### config.mk
export PLATFORM = sky130hd
export DESIGN_NAME = ws2812_matrix_serializer
export DESIGN_NICKNAME = d
export VERILOG_FILES = /design/src/hdl/wmx_pkg.sv /design/src/hdl/ws2812_matrix_serializer.sv /design/src/hdl/wmx_frame.sv
export SDC_FILE = /design/constraint.sdc
export NUM_CORES = 2
export LEC_CHECK = 0
export ABC_CLOCK_PERIOD_IN_PS = 27500
export BUFFER_PORTS_ARGS = -buffer_cell sky130_fd_sc_hd__buf_4
export CORE_MARGIN = 2
export CORE_UTILIZATION = 35
export CTS_CLUSTER_DIAMETER = 150
export DETAILED_ROUTE_END_ITERATION = 10
export GPL_TIMING_DRIVEN = 0
export PLACE_DENSITY_LB_ADDON = 0.25
export SKIP_LAST_GASP = 1
export SLEW_MARGIN = 20
export SYNTH_ARGS = -nofsm -noshare
export SYNTH_HDL_FRONTEND = slang
export SYNTH_SLANG_ARGS = --single-unit
### constraint.sdc
create_clock -name clk_i -period 27.5 [get_ports clk_i]
set_input_delay 4.125 -clock clk_i [delete_from_list [all_inputs] [get_ports clk_i]]
set_output_delay 4.125 -clock clk_i [all_outputs]
set_load 0.02 [all_outputs]
### src/hdl/wmx_pkg.sv
// Shared types, constants and the strip map for the LED matrix serializer.
// No dependencies; every other file in hdl/ imports this package.
package wmx_pkg;

  localparam int WMX_LED_COUNT = 32;
  localparam int WMX_ROWS      = 8;
  localparam int WMX_COLS      = 4;

  localparam int BITS_PER_LED  = 24;
  localparam int MAP_ROWS      = 8;
  localparam int MAP_COLS      = 4;
  localparam int CfgIdxW       = 2;
  localparam int CfgDataW      = 8;

  localparam logic [7:0] DUTY_ZERO_RST   = 8'd16;
  localparam logic [7:0] DUTY_ONE_RST    = 8'd32;
  localparam logic [5:0] RESET_SLOTS_RST = 6'd1;

  // Strip position of each matrix cell, indexed [row][column].
  localparam logic [4:0] STRIP_MAP [MAP_ROWS][MAP_COLS] = '{
    '{5'd31, 5'd27, 5'd23, 5'd19},
    '{5'd30, 5'd26, 5'd22, 5'd18},
    '{5'd29, 5'd25, 5'd21, 5'd17},
    '{5'd28, 5'd24, 5'd20, 5'd16},
    '{5'd15, 5'd11, 5'd7,  5'd3 },
    '{5'd14, 5'd10, 5'd6,  5'd2 },
    '{5'd13, 5'd9,  5'd5,  5'd1 },
    '{5'd12, 5'd8,  5'd4,  5'd0 }
  };

  typedef enum logic [1:0] {
    ACT_SET_LED   = 2'd0,
    ACT_CLEAR_ALL = 2'd1,
    ACT_START     = 2'd2,
    ACT_TICK      = 2'd3
  } action_e;

  typedef enum logic [CfgIdxW-1:0] {
    REG_DUTY_ZERO   = 2'd0,
    REG_DUTY_ONE    = 2'd1,
    REG_RESET_SLOTS = 2'd2
  } reg_idx_e;

  typedef struct packed {
    action_e    action;
    logic [3:0] row;
    logic [2:0] column;
    logic [7:0] red;
    logic [7:0] green;
    logic [7:0] blue;
  } cmd_t;

  typedef struct packed {
    logic [7:0] duty;
    logic       frame_last;
    logic       busy_res;
    logic       accepted;
  } result_t;

  typedef struct packed {
    logic [7:0] duty_zero;
    logic [7:0] duty_one;
    logic [5:0] reset_slots;
  } cfg_t;

  typedef struct packed {
    logic start;
    logic tick;
  } frame_ctrl_t;

  typedef struct packed {
    logic [7:0] duty;
    logic       frame_last;
    logic       active;       // frame in flight before this item
    logic       active_next;  // frame in flight after this item
  } frame_stat_t;

endpackage

### src/hdl/ws2812_matrix_serializer.sv
// Top level of the LED matrix serializer: command and config ports, pixel
// store, input and result registers. Depends on wmx_pkg and wmx_frame.
//
//  Channel  | Handshake             | Payload
//  ---------+-----------------------+--------------------------------------
//  command  | start_i, busy_o       | cmd_i (action, row, column, r, g, b)
//  result   | done_o (one cycle)    | result_o (duty, frame_last, busy, acc)
//  config   | cfg_we_i              | cfg_idx_i, cfg_data_i
//
// One item is taken every cycle; busy_o stays low. An item accepted at one
// edge is registered, processed in the next cycle, and its result shows on
// result_o from a register, with done_o high for one cycle.
// rst_ni clears control state, registers to their reset values and the
// pixel store. The receiver cannot stall; each result is there for one cycle.
module ws2812_matrix_serializer #(
  parameter int LED_COUNT = wmx_pkg::WMX_LED_COUNT,
  parameter int ROWS      = wmx_pkg::WMX_ROWS,
  parameter int COLS      = wmx_pkg::WMX_COLS
) (
  input  logic                           clk_i,
  input  logic                           rst_ni,
  input  logic                           start_i,
  input  wmx_pkg::cmd_t                  cmd_i,
  output logic                           busy_o,
  output logic                           done_o,
  output wmx_pkg::result_t               result_o,
  input  logic                           cfg_we_i,
  input  logic [wmx_pkg::CfgIdxW-1:0]    cfg_idx_i,
  input  logic [wmx_pkg::CfgDataW-1:0]   cfg_data_i
);
  import wmx_pkg::*;

  localparam int PosCmpW = 10;

  cmd_t        in_q;
  logic        in_vld_q;
  result_t     res_q, res_d;
  logic        res_vld_q;
  cfg_t        cfg_q;
  logic [23:0] pixel_q [LED_COUNT];

  frame_ctrl_t frame_ctrl;
  frame_stat_t frame_stat;
  logic [4:0]  pos;
  logic        coord_ok;
  logic        set_ok;
  logic        clear_all;
  logic [23:0] grb_word;

  assign busy_o   = 1'b0;
  assign done_o   = res_vld_q;
  assign result_o = res_q;

  always_ff @(posedge clk_i or negedge rst_ni) begin
    if (!rst_ni) begin
      cfg_q.duty_zero   <= DUTY_ZERO_RST;
      cfg_q.duty_one    <= DUTY_ONE_RST;
      cfg_q.reset_slots <= RESET_SLOTS_RST;
    end else if (cfg_we_i) begin
      case (cfg_idx_i)
        REG_DUTY_ZERO:   cfg_q.duty_zero   <= cfg_data_i;
        REG_DUTY_ONE:    cfg_q.duty_one    <= cfg_data_i;
        REG_RESET_SLOTS: cfg_q.reset_slots <= cfg_data_i[5:0];
        default:         cfg_q             <= cfg_q;
      endcase
    end
  end

  always_ff @(posedge clk_i or negedge rst_ni) begin
    if (!rst_ni) begin
      in_vld_q  <= 1'b0;
      res_vld_q <= 1'b0;
    end else begin
      in_vld_q  <= start_i && !busy_o;
      res_vld_q <= in_vld_q;
    end
  end

  always_ff @(posedge clk_i) begin
    if (start_i && !busy_o) begin
      in_q <= cmd_i;
    end
    if (in_vld_q) begin
      res_q <= res_d;
    end
  end

  // The matrix map is only 8x4, so both the configured size and the map
  // bound the coordinate, and the mapped position must fit the strip.
  assign pos      = STRIP_MAP[in_q.row[2:0]][in_q.column[1:0]];
  assign coord_ok = ({1'b0, in_q.row} < 5'(ROWS)) && ({1'b0, in_q.column} < 4'(COLS))
                 && (in_q.row < 4'(MAP_ROWS)) && (in_q.column < 3'(MAP_COLS))
                 && ({5'b0, pos} < PosCmpW'(LED_COUNT));
  assign set_ok    = in_vld_q && (in_q.action == ACT_SET_LED) && coord_ok;
  assign clear_all = in_vld_q && (in_q.action == ACT_CLEAR_ALL);
  assign grb_word  = {in_q.green, in_q.red, in_q.blue};

  always_ff @(posedge clk_i or negedge rst_ni) begin
    if (!rst_ni) begin
      for (int i = 0; i < LED_COUNT; i++) begin
        pixel_q[i] <= '0;
      end
    end else begin
      for (int i = 0; i < LED_COUNT; i++) begin
        if (clear_all) begin
          pixel_q[i] <= '0;
        end else if (set_ok && ({5'b0, pos} == PosCmpW'(i))) begin
          pixel_q[i] <= grb_word;
        end
      end
    end
  end

  assign frame_ctrl.start = in_vld_q && (in_q.action == ACT_START);
  assign frame_ctrl.tick  = in_vld_q && (in_q.action == ACT_TICK);

  wmx_frame #(
    .LED_COUNT (LED_COUNT)
  ) u_frame (
    .clk_i    (clk_i),
    .rst_ni   (rst_ni),
    .ctrl_i   (frame_ctrl),
    .cfg_i    (cfg_q),
    .pixels_i (pixel_q),
    .stat_o   (frame_stat)
  );

  always_comb begin
    res_d.duty       = frame_stat.duty;
    res_d.frame_last = frame_stat.frame_last;
    res_d.busy_res   = frame_stat.active_next;
    res_d.accepted   = 1'b1;
    case (in_q.action)
      ACT_SET_LED: res_d.accepted = coord_ok;
      ACT_START:   res_d.accepted = !frame_stat.active;
      default:     res_d.accepted = 1'b1;
    endcase
  end

  a_result_follows_item: assert property (@(posedge clk_i) disable iff (!rst_ni)
    in_vld_q |=> done_o)
    else $error("item processed without a result strobe");

  a_no_spurious_result: assert property (@(posedge clk_i) disable iff (!rst_ni)
    !in_vld_q |=> !done_o)
    else $error("result strobe without an item");

  a_last_ends_frame: assert property (@(posedge clk_i) disable iff (!rst_ni)
    done_o && result_o.frame_last |-> !result_o.busy_res)
    else $error("final slot reported while still busy");

endmodule

### src/hdl/wmx_frame.sv
// Frame snapshot and slot sequencer: latches the pixels and duties at start
// and walks LEDs, GRB bits and trailing latch slots, one slot per tick.
// Depends on wmx_pkg.
module wmx_frame #(
  parameter int LED_COUNT = wmx_pkg::WMX_LED_COUNT
) (
  input  logic                  clk_i,
  input  logic                  rst_ni,
  input  wmx_pkg::frame_ctrl_t  ctrl_i,
  input  wmx_pkg::cfg_t         cfg_i,
  input  logic [23:0]           pixels_i [LED_COUNT],
  output wmx_pkg::frame_stat_t  stat_o
);
  import wmx_pkg::*;

  localparam int LedW = (LED_COUNT > 1) ? $clog2(LED_COUNT) : 1;
  localparam logic [LedW-1:0] LastLed = LedW'(LED_COUNT - 1);
  localparam logic [4:0] BitTop = 5'(BITS_PER_LED - 1);

  logic [23:0]     snap_q [LED_COUNT];
  logic            sending_q, sending_d;
  logic            pix_q, pix_d;
  logic [LedW-1:0] led_q, led_d;
  logic [4:0]      bit_q, bit_d;
  logic [5:0]      tail_q, tail_d;
  logic [7:0]      lat_zero_q, lat_one_q;
  logic [5:0]      lat_rs_q;
  logic [23:0]     word;
  logic            take_start;
  logic            do_tick;
  logic            last;

  assign take_start = ctrl_i.start && !sending_q;
  assign do_tick    = ctrl_i.tick && sending_q;
  assign word       = snap_q[led_q];

  // Next state of the slot walk.
  always_comb begin
    sending_d = sending_q;
    pix_d     = pix_q;
    led_d     = led_q;
    bit_d     = bit_q;
    tail_d    = tail_q;
    last      = 1'b0;
    if (take_start) begin
      sending_d = 1'b1;
      pix_d     = 1'b1;
      led_d     = '0;
      bit_d     = BitTop;
      tail_d    = '0;
    end else if (do_tick) begin
      if (pix_q) begin
        if (bit_q != 5'd0) begin
          bit_d = bit_q - 5'd1;
        end else if (led_q != LastLed) begin
          bit_d = BitTop;
          led_d = led_q + LedW'(1);
        end else if (lat_rs_q == 6'd0) begin
          last = 1'b1;
        end else begin
          pix_d  = 1'b0;
          tail_d = lat_rs_q;
        end
      end else if (tail_q == 6'd1) begin
        last = 1'b1;
      end else begin
        tail_d = tail_q - 6'd1;
      end
      if (last) begin
        sending_d = 1'b0;
        pix_d     = 1'b0;
      end
    end
  end

  // Result of the current item.
  always_comb begin
    stat_o.duty        = 8'd0;
    stat_o.frame_last  = last;
    stat_o.active      = sending_q;
    stat_o.active_next = sending_d;
    if (do_tick && pix_q) begin
      stat_o.duty = word[bit_q] ? lat_one_q : lat_zero_q;
    end
  end

  always_ff @(posedge clk_i or negedge rst_ni) begin
    if (!rst_ni) begin
      sending_q <= 1'b0;
      pix_q     <= 1'b0;
      led_q     <= '0;
      bit_q     <= '0;
      tail_q    <= '0;
    end else begin
      sending_q <= sending_d;
      pix_q     <= pix_d;
      led_q     <= led_d;
      bit_q     <= bit_d;
      tail_q    <= tail_d;
    end
  end

  always_ff @(posedge clk_i) begin
    if (take_start) begin
      snap_q     <= pixels_i;
      lat_zero_q <= cfg_i.duty_zero;
      lat_one_q  <= cfg_i.duty_one;
      lat_rs_q   <= cfg_i.reset_slots;
    end
  end

  a_last_only_when_sending: assert property (@(posedge clk_i) disable iff (!rst_ni)
    last |-> sending_q && ctrl_i.tick)
    else $error("frame_last raised without a frame in flight");

  a_tail_nonzero: assert property (@(posedge clk_i) disable iff (!rst_ni)
    sending_q && !pix_q |-> tail_q != 6'd0)
    else $error("latch slot counter empty during latch slots");

  a_bit_in_range: assert property (@(posedge clk_i) disable iff (!rst_ni)
    sending_q && pix_q |-> bit_q <= BitTop)
    else $error("bit counter out of range");

  a_end_on_tick: assert property (@(posedge clk_i) disable iff (!rst_ni)
    $fell(sending_q) |-> $past(ctrl_i.tick))
    else $error("frame ended without a tick");

endmodule

After elaboration in Yosys (flattened, before gate mapping)

Memory sizes are Yosys's and may differ from the RTL's.
Index checks and enable logic that the tools add are counted.

Add/subtract/negate cells: 3
Magnitude comparators: 8
Equal/unequal tests: 43
Muxes and demuxes: 109
Bitwise operators: 4
Reduce and logical (&&, ||, !) cells: 92

Operators with widths:

| cell                                                                   | number |
|---|---|
| 24-bit 2-to-1 mux                                                      | 66 |
| 24-bit binary-select mux with 5-bit select                             | 1 |
| 5-bit equality test (second input constant)                            | 16 |
| 2-bit nonzero test                                                     | 35 |
| 5-bit 2-to-1 mux                                                       | 12 |
| 1-bit logical AND                                                      | 43 |
| 6-bit 2-to-1 mux                                                       | 7 |
| 5-bit by 4-bit equality test with 1-bit output (second input constant) | 8 |
| 20-bit 2-to-1 mux                                                      | 2 |
| 5-bit by 3-bit equality test with 1-bit output (second input constant) | 4 |
| 1-bit 2-to-1 mux                                                       | 17 |
| 5-bit binary-select mux with 2-bit select                              | 1 |
| 5-bit by 2-bit equality test with 1-bit output (second input constant) | 2 |
| 3-bit != test (second input constant)                                  | 3 |
| 4-bit < comparator (second input constant)                             | 2 |
| 8-bit 2-to-1 mux                                                       | 1 |
| 2-bit equality test (second input constant)                            | 3 |
| 6-bit by 1-bit equality test with 1-bit output (second input constant) | 1 |
| 6-bit >= comparator (second input constant)                            | 1 |
| 6-bit logical NOT                                                      | 1 |
| 3-bit < comparator (second input constant)                             | 2 |
| 5-bit by 6-bit < comparator with 1-bit output (second input constant)  | 1 |
| 5-bit inverter with 6-bit output                                       | 1 |
| 2-bit AND reduction                                                    | 3 |
| other kinds (24)                                                       | 26 |

Flip-flop bits (word level): 1,644
Bits in read-only memories: 160
Bits of input ports: 47
Output and inout bits: 13
Word-level logic and storage cells: 347
Memories kept: 1

Memory list:

| memory          | depth | bits a word | read ports | clocked after memory_dff | write ports | RTL line                       | text |
|---|---|---|---|---|---|---|---|
| (no name shown) | 8     | 20          | 1          | 0                        | 0           | ws2812_matrix_serializer.sv:90 | `assign pos = STRIP_MAP[in_q.row[2:0]][in_q.column[1:0]];` |

Depth between registers and ports, before layout

Depth in word-level cells: 11
Depth in mapped cells: 15
Mapped depth without buffers: 10

Modules after synthesis

A second synthesis with hierarchy kept.

Cells, all modules: 4,198
Area total of the unflattened synthesis: 65,645.5 µm²

By module, submodules not included:

| module                   | instances | cells each | area an instance (µm²) | seq. area each (µm²) |
|---|---|---|---|---|
| ws2812_matrix_serializer | 1         | 2,709      | 34,086.4               | 21,144.0 |
| wmx_frame                | 1         | 1,489      | 31,559.0               | 24,173.2 |

Least setup slack after synthesis

OpenSTA, ideal clock, no wires.

Path type: reg-to-reg
Start point: register in_vld_q
End point: register u_frame.lat_one_q[0], enable pin
Library setup time: 788 ps
Data arrival time: 9,407 ps
Data required time: 26,712 ps
Slack: 17,305 ps
Cell stages (with the launch flop): 3
Buffers on the path: 0
Clock period less this slack: 10,195 ps
Path through: dfrtp_1 -> nand3_1 -> inv_2

Word-level cells in the longest chain between the ends: 2

Ends and longest elaborated chain:

| what                   | RTL line                        | text |
|---|---|---|
| from (decl)            | ws2812_matrix_serializer.sv:36  | `logic in_vld_q;` |
| from (signal assigned) | ws2812_matrix_serializer.sv:74  | `in_vld_q <= start_i && !busy_o;` |
| 1-bit logical AND      | ws2812_matrix_serializer.sv:114 | `assign frame_ctrl.start = in_vld_q && (in_q.action == ACT_START);` |
| 1-bit logical AND      | wmx_frame.sv:33                 | `assign take_start = ctrl_i.start && !sending_q;` |
| net u_frame.take_start | wmx_frame.sv:29                 | `logic take_start;` |
| to (signal assigned)   | wmx_frame.sv:107                | `lat_one_q <= cfg_i.duty_one;` |
| to (decl)              | wmx_frame.sv:26                 | `logic [7:0] lat_zero_q, lat_one_q;` |

The timed path passes the listed nets, and every way through them passes these cells.
A chain may end at the register's enable or synchronous reset.

Worst setup path in the final report

Start point: register u_frame.led_q[1]
End point: register res_q, in the netlist result_o[7], data pin

Word-level cells in the longest chain between the ends: 7

Ends and longest elaborated chain:

| what                                                   | RTL line                       | text |
|---|---|---|
| from (decl)                                            | wmx_frame.sv:23                | `logic [LedW-1:0] led_q, led_d;` |
| from (signal assigned)                                 | wmx_frame.sv:97                | `led_q <= led_d;` |
| 5-bit inverter with 6-bit output (implied by the code) | wmx_frame.sv:35                | `assign word = snap_q[led_q];` |
| 24-bit binary-select mux with 5-bit select             | wmx_frame.sv:35                |  |
| 24-bit 2-to-1 mux (implied by the code) (2 in a row)   | wmx_frame.sv:35                |  |
| 1-bit binary-select mux with 5-bit select              | wmx_frame.sv:83                | `stat_o.duty = word[bit_q] ? lat_one_q : lat_zero_q;` |
| 1-bit 2-to-1 mux (implied by the code)                 | wmx_frame.sv:83                |  |
| 8-bit 2-to-1 mux                                       | wmx_frame.sv:83                |  |
| to (signal assigned)                                   | ws2812_matrix_serializer.sv:84 | `res_q <= res_d;` |
| to (decl)                                              | ws2812_matrix_serializer.sv:37 | `result_t res_q, res_d;` |

No other way between the ends. The select of a mux whose other input is x is not followed.

==> flow_metrics.tcl <==
set metrics [dict create \
    htreeDepth 4 \
    synth_fa_ha_area_share_pct 0.1173 \
    start_kind "flop" \
    worstSetupEndpointType "flop" \
    syn_avg_cell_area_um2 12.69 \
    cts-resized-gates 0 \
    clock_path_buffers 3 \
    area_delta_synth_final_pct 14.96 \
    fin_tns_setup_ns 0 \
    clk-insertion-delay-late_ns 0.83 \
    synth-simple-area-share_pct 10.91 \
    synth_xor_area_share_pct 0.04104 \
    die_h_um 431.7 \
    synth_compound_area_share_pct 7.636 \
    synth_edf_count 834 \
    setup_violations 0 \
    period_share_pct 22.61 \
    postLayoutCoreUtil_pct 40.59 \
    routed_via_density 5.282 \
    synth_top_family_by_area "simple AND/OR/NAND/NOR gates" \
    hp-class "flop to flop" \
    crit_buf_inv 5 \
    drtAntennaViolNets 0 \
    syn-num-nets 5097 \
    die_x_um 431.7 \
    hold_buffers 0 \
    yosysUniqueCellTypes 61 \
    crit_arrival_ns 6.76 \
    fmax_mhz 160.8 \
    wl_per_cell_um 26.05 \
    ys_warn_count 0 \
    fillers 16900 \
    drive_gt1_share_pct 10.82 \
    cp_slowest_cell "buf_2" \
    period_needed_ns 6.218 \
    powerDensity_mw_per_mm2 78.30 \
    grt_pass1_vias 40600 \
    slew_violations 0 \
    routed_wl_um 203600 \
    fin_worst_skew_ns 0.05965 \
    crit_family "buffers and inverters" \
    start_util_pct 35.31 \
    outcome "complete, no violations" \
    muxShareOfSynthArea_pct 8.009 \
    row_count 156 \
    rsz0062_at_grt "false" \
    fin_nets 5348 \
    track_usage_pct 21.85 \
    post_cts_buffers 0 \
    synth_top_area_share_pct 39.12 \
    cts_sinks 1644 \
    ys_seq_area_share_pct 70.78 \
    dp_hpwl_um 144400 \
    async_reset_ff_share_pct 49.27 \
    clk_pin_slew_ns 0.07 \
    drcViolationCount 0 \
    synth_top_cell_by_area "edfxtp_1" \
    tightest_slew_ns 1.192 \
    relSlewSlack_pct 20.51 \
    crit_fanout 10 \
    synth_cells 5044 \
    antenna_found_initial 7 \
    crit_path_cell_trace "buf_2 -> buf_2 -> buf_2 -> buf_2 -> buf_4 -> mux2i_1 -> a22oi_1 -> a21oi_1 -> nor4_1 -> o21ai_0 -> nand4_1 -> a32oi_4 -> mux2i_1" \
    grt_max_degree 133 \
    first_iter_violations 4728 \
    firstDrtPassIters 6 \
    slowest_delay_ns 0.75 \
    io_pins 60 \
    grt_pass1_wl_um 291900 \
    cts_tree "built" \
    port_buffers 58 \
    gp_congestion 0.9624 \
    vias 41280 \
    grt-ovfl-total 0 \
    synth_area_leaders "edfxtp_1 39%, dfrtp_1 32%, nand2_1 9.5%, a21oi_1 6.2%, mux4_2 5.9%" \
    cts_made_buffers 170 \
    cpMostUsedCell "buf_2" \
    p_leak_nw 27.30 \
    coreArea_mm2 0.1813 \
    synth_seq_cells 1644 \
    clockRootBuffer "clkbuf_16" \
    critical_path_required_ns 28.04 \
    setup.worst_path.class "flop to flop" \
    dieArea_mm2 0.1864 \
    synth_area_mm2 0.06402 \
    maxCapViolCount 0 \
    hold_violations 0 \
    ir_drop_uv 55.09 \
    synthFlopType "edfxtp_1" \
]
[layout make-up]
type	count	area (um^2)	area share [%]
sequential	1644	45320	61.57
multi-input combinational	3004	17150	23.30
clock buffer	257	4875	6.623
tap	2370	2965	4.029
buffer	385	1577	2.142
timing repair buffer	79	953.4	1.295
clock inverter	63	713.2	0.9690
inverter	11	48.80	0.06630
antenna	2	5.005	0.006800
[cells in the final DEF, fill, tap and decap left out, types with 25 or more instances in the layout]
cell       netlist  layout
nand2_1       1620    1620
edfxtp_1       834     834
dfrtp_1        807     807
a21oi_1        793     793
clkbuf_1       331     386
clkbuf_16        0     173
mux4_2         169     169
mux2i_1        105     105
buf_4           12      71
nor2_1          44      42
buf_2           23      33
nand3_1         29      29
o221ai_1        25      25
[sequential cells by signal, summed over array words and instances (netlist names)]
| signal | cells |
|---|---|
| pixel_q | 768 |
| u_frame.snap_q | 768 |
| cfg_q | 22 |
| u_frame.lat_zero_q | 8 |
| done_o | 1 |
| u_frame.lat_one_q | 8 |
| u_frame.sending_q | 1 |
| u_frame.led_q | 5 |
| u_frame.tail_q | 6 |
| result_o | 11 |
| u_frame.pix_q | 1 |
| u_frame.bit_q | 5 |
| in_vld_q | 1 |
| u_frame.lat_rs_q | 6 |
| grb_word | 24 |
| in_q | 9 |
[power breakdown]
part	internal [W]	switching, W
sequential	0.00265	0.0000372
clock	0.00131	0.00101
combinational	0.000236	0.000518
[layer usage]
metal  track usage [%]  share of wire, %
met1             30.22                42
met4             8.569               4.1
met5                 0                 0
met2             34.15                46
met3             4.112               7.5
[final timing paths]
| kind | from | end | slack [ns] | cells after the start |
|---|---|---|---|---|
| min | pixel_q[389] | u_frame.snap_q[389] | 0.42 | 0 |
| max in group asynchronous | rst_ni | pixel_q[491] | 21.94 | 5 |
| max | u_frame.led_q[1] | result_o[7] | 21.28 | 13 |
| max reg2reg | u_frame.led_q[1] | result_o[7] | 21.28 | 13 |
| min reg2reg | pixel_q[389] | u_frame.snap_q[389] | 0.42 | 0 |
| min in group asynchronous | rst_ni | pixel_q[274] | 3.36 | 2 |
[kinds of logic after synthesis]
logic type	after synthesis
XOR/XNOR	3
multiplexers	298
AND/OR/NAND/NOR	1786
AO/OA/AOI/OAI	910
flip-flops	1644
adder cells (fa/ha/maj)	6
buffers and inverters	396
other	1
[cells in the mapped netlist, types with 3 or more instances]
master,number
nor2_1,44
dfrtp_1,807
inv_1,7
a22o_1,4
buf_1,14
nand4_1,4
a2111oi_0,3
nand3b_1,3
nor3b_1,3
ha_1,6
buf_4,12
a22oi_1,24
a21oi_1,793
nand2b_1,8
nand2_1,1620
o21ai_0,10
nor2b_1,15
and3_1,10
or3_1,7
buf_6,5
and2_1,12
nand3_1,29
o311a_1,4
o211ai_1,6
mux2_2,24
o221ai_1,25
mux2i_1,105
o22ai_1,11
and2_0,3
clkbuf_1,331
nor4_1,9
nor3_1,12
edfxtp_1,834
dfstp_2,3
nor4b_1,3
o31ai_1,3
o32ai_1,3
a211oi_1,7
buf_2,23
mux4_2,169
[metrics by stage]
step | hold WS (ns) | instance area [um^2] | power, W | cells | worst slack (ns)
2_1_floorplan | 0.4194 | 64020 | 0.003136 | 5044 | 17.31
6_report | 0.4198 | 73600 | 0.005763 | 7815 | 21.28
5_1_grt | 0.4224 | 73600 | 0.005923 | 7813 | 21.24
3_3_place_gp | 0.4231 | 67420 | 0.003502 | 7472 | 11.79
3_5_place_dp | 0.4280 | 68000 | 0.003483 | 7493 | 20.88
4_1_cts | 0.4159 | 73590 | 0.005781 | 7813 | 21.49
No activity file was read; power rests on OpenSTA's default activity.
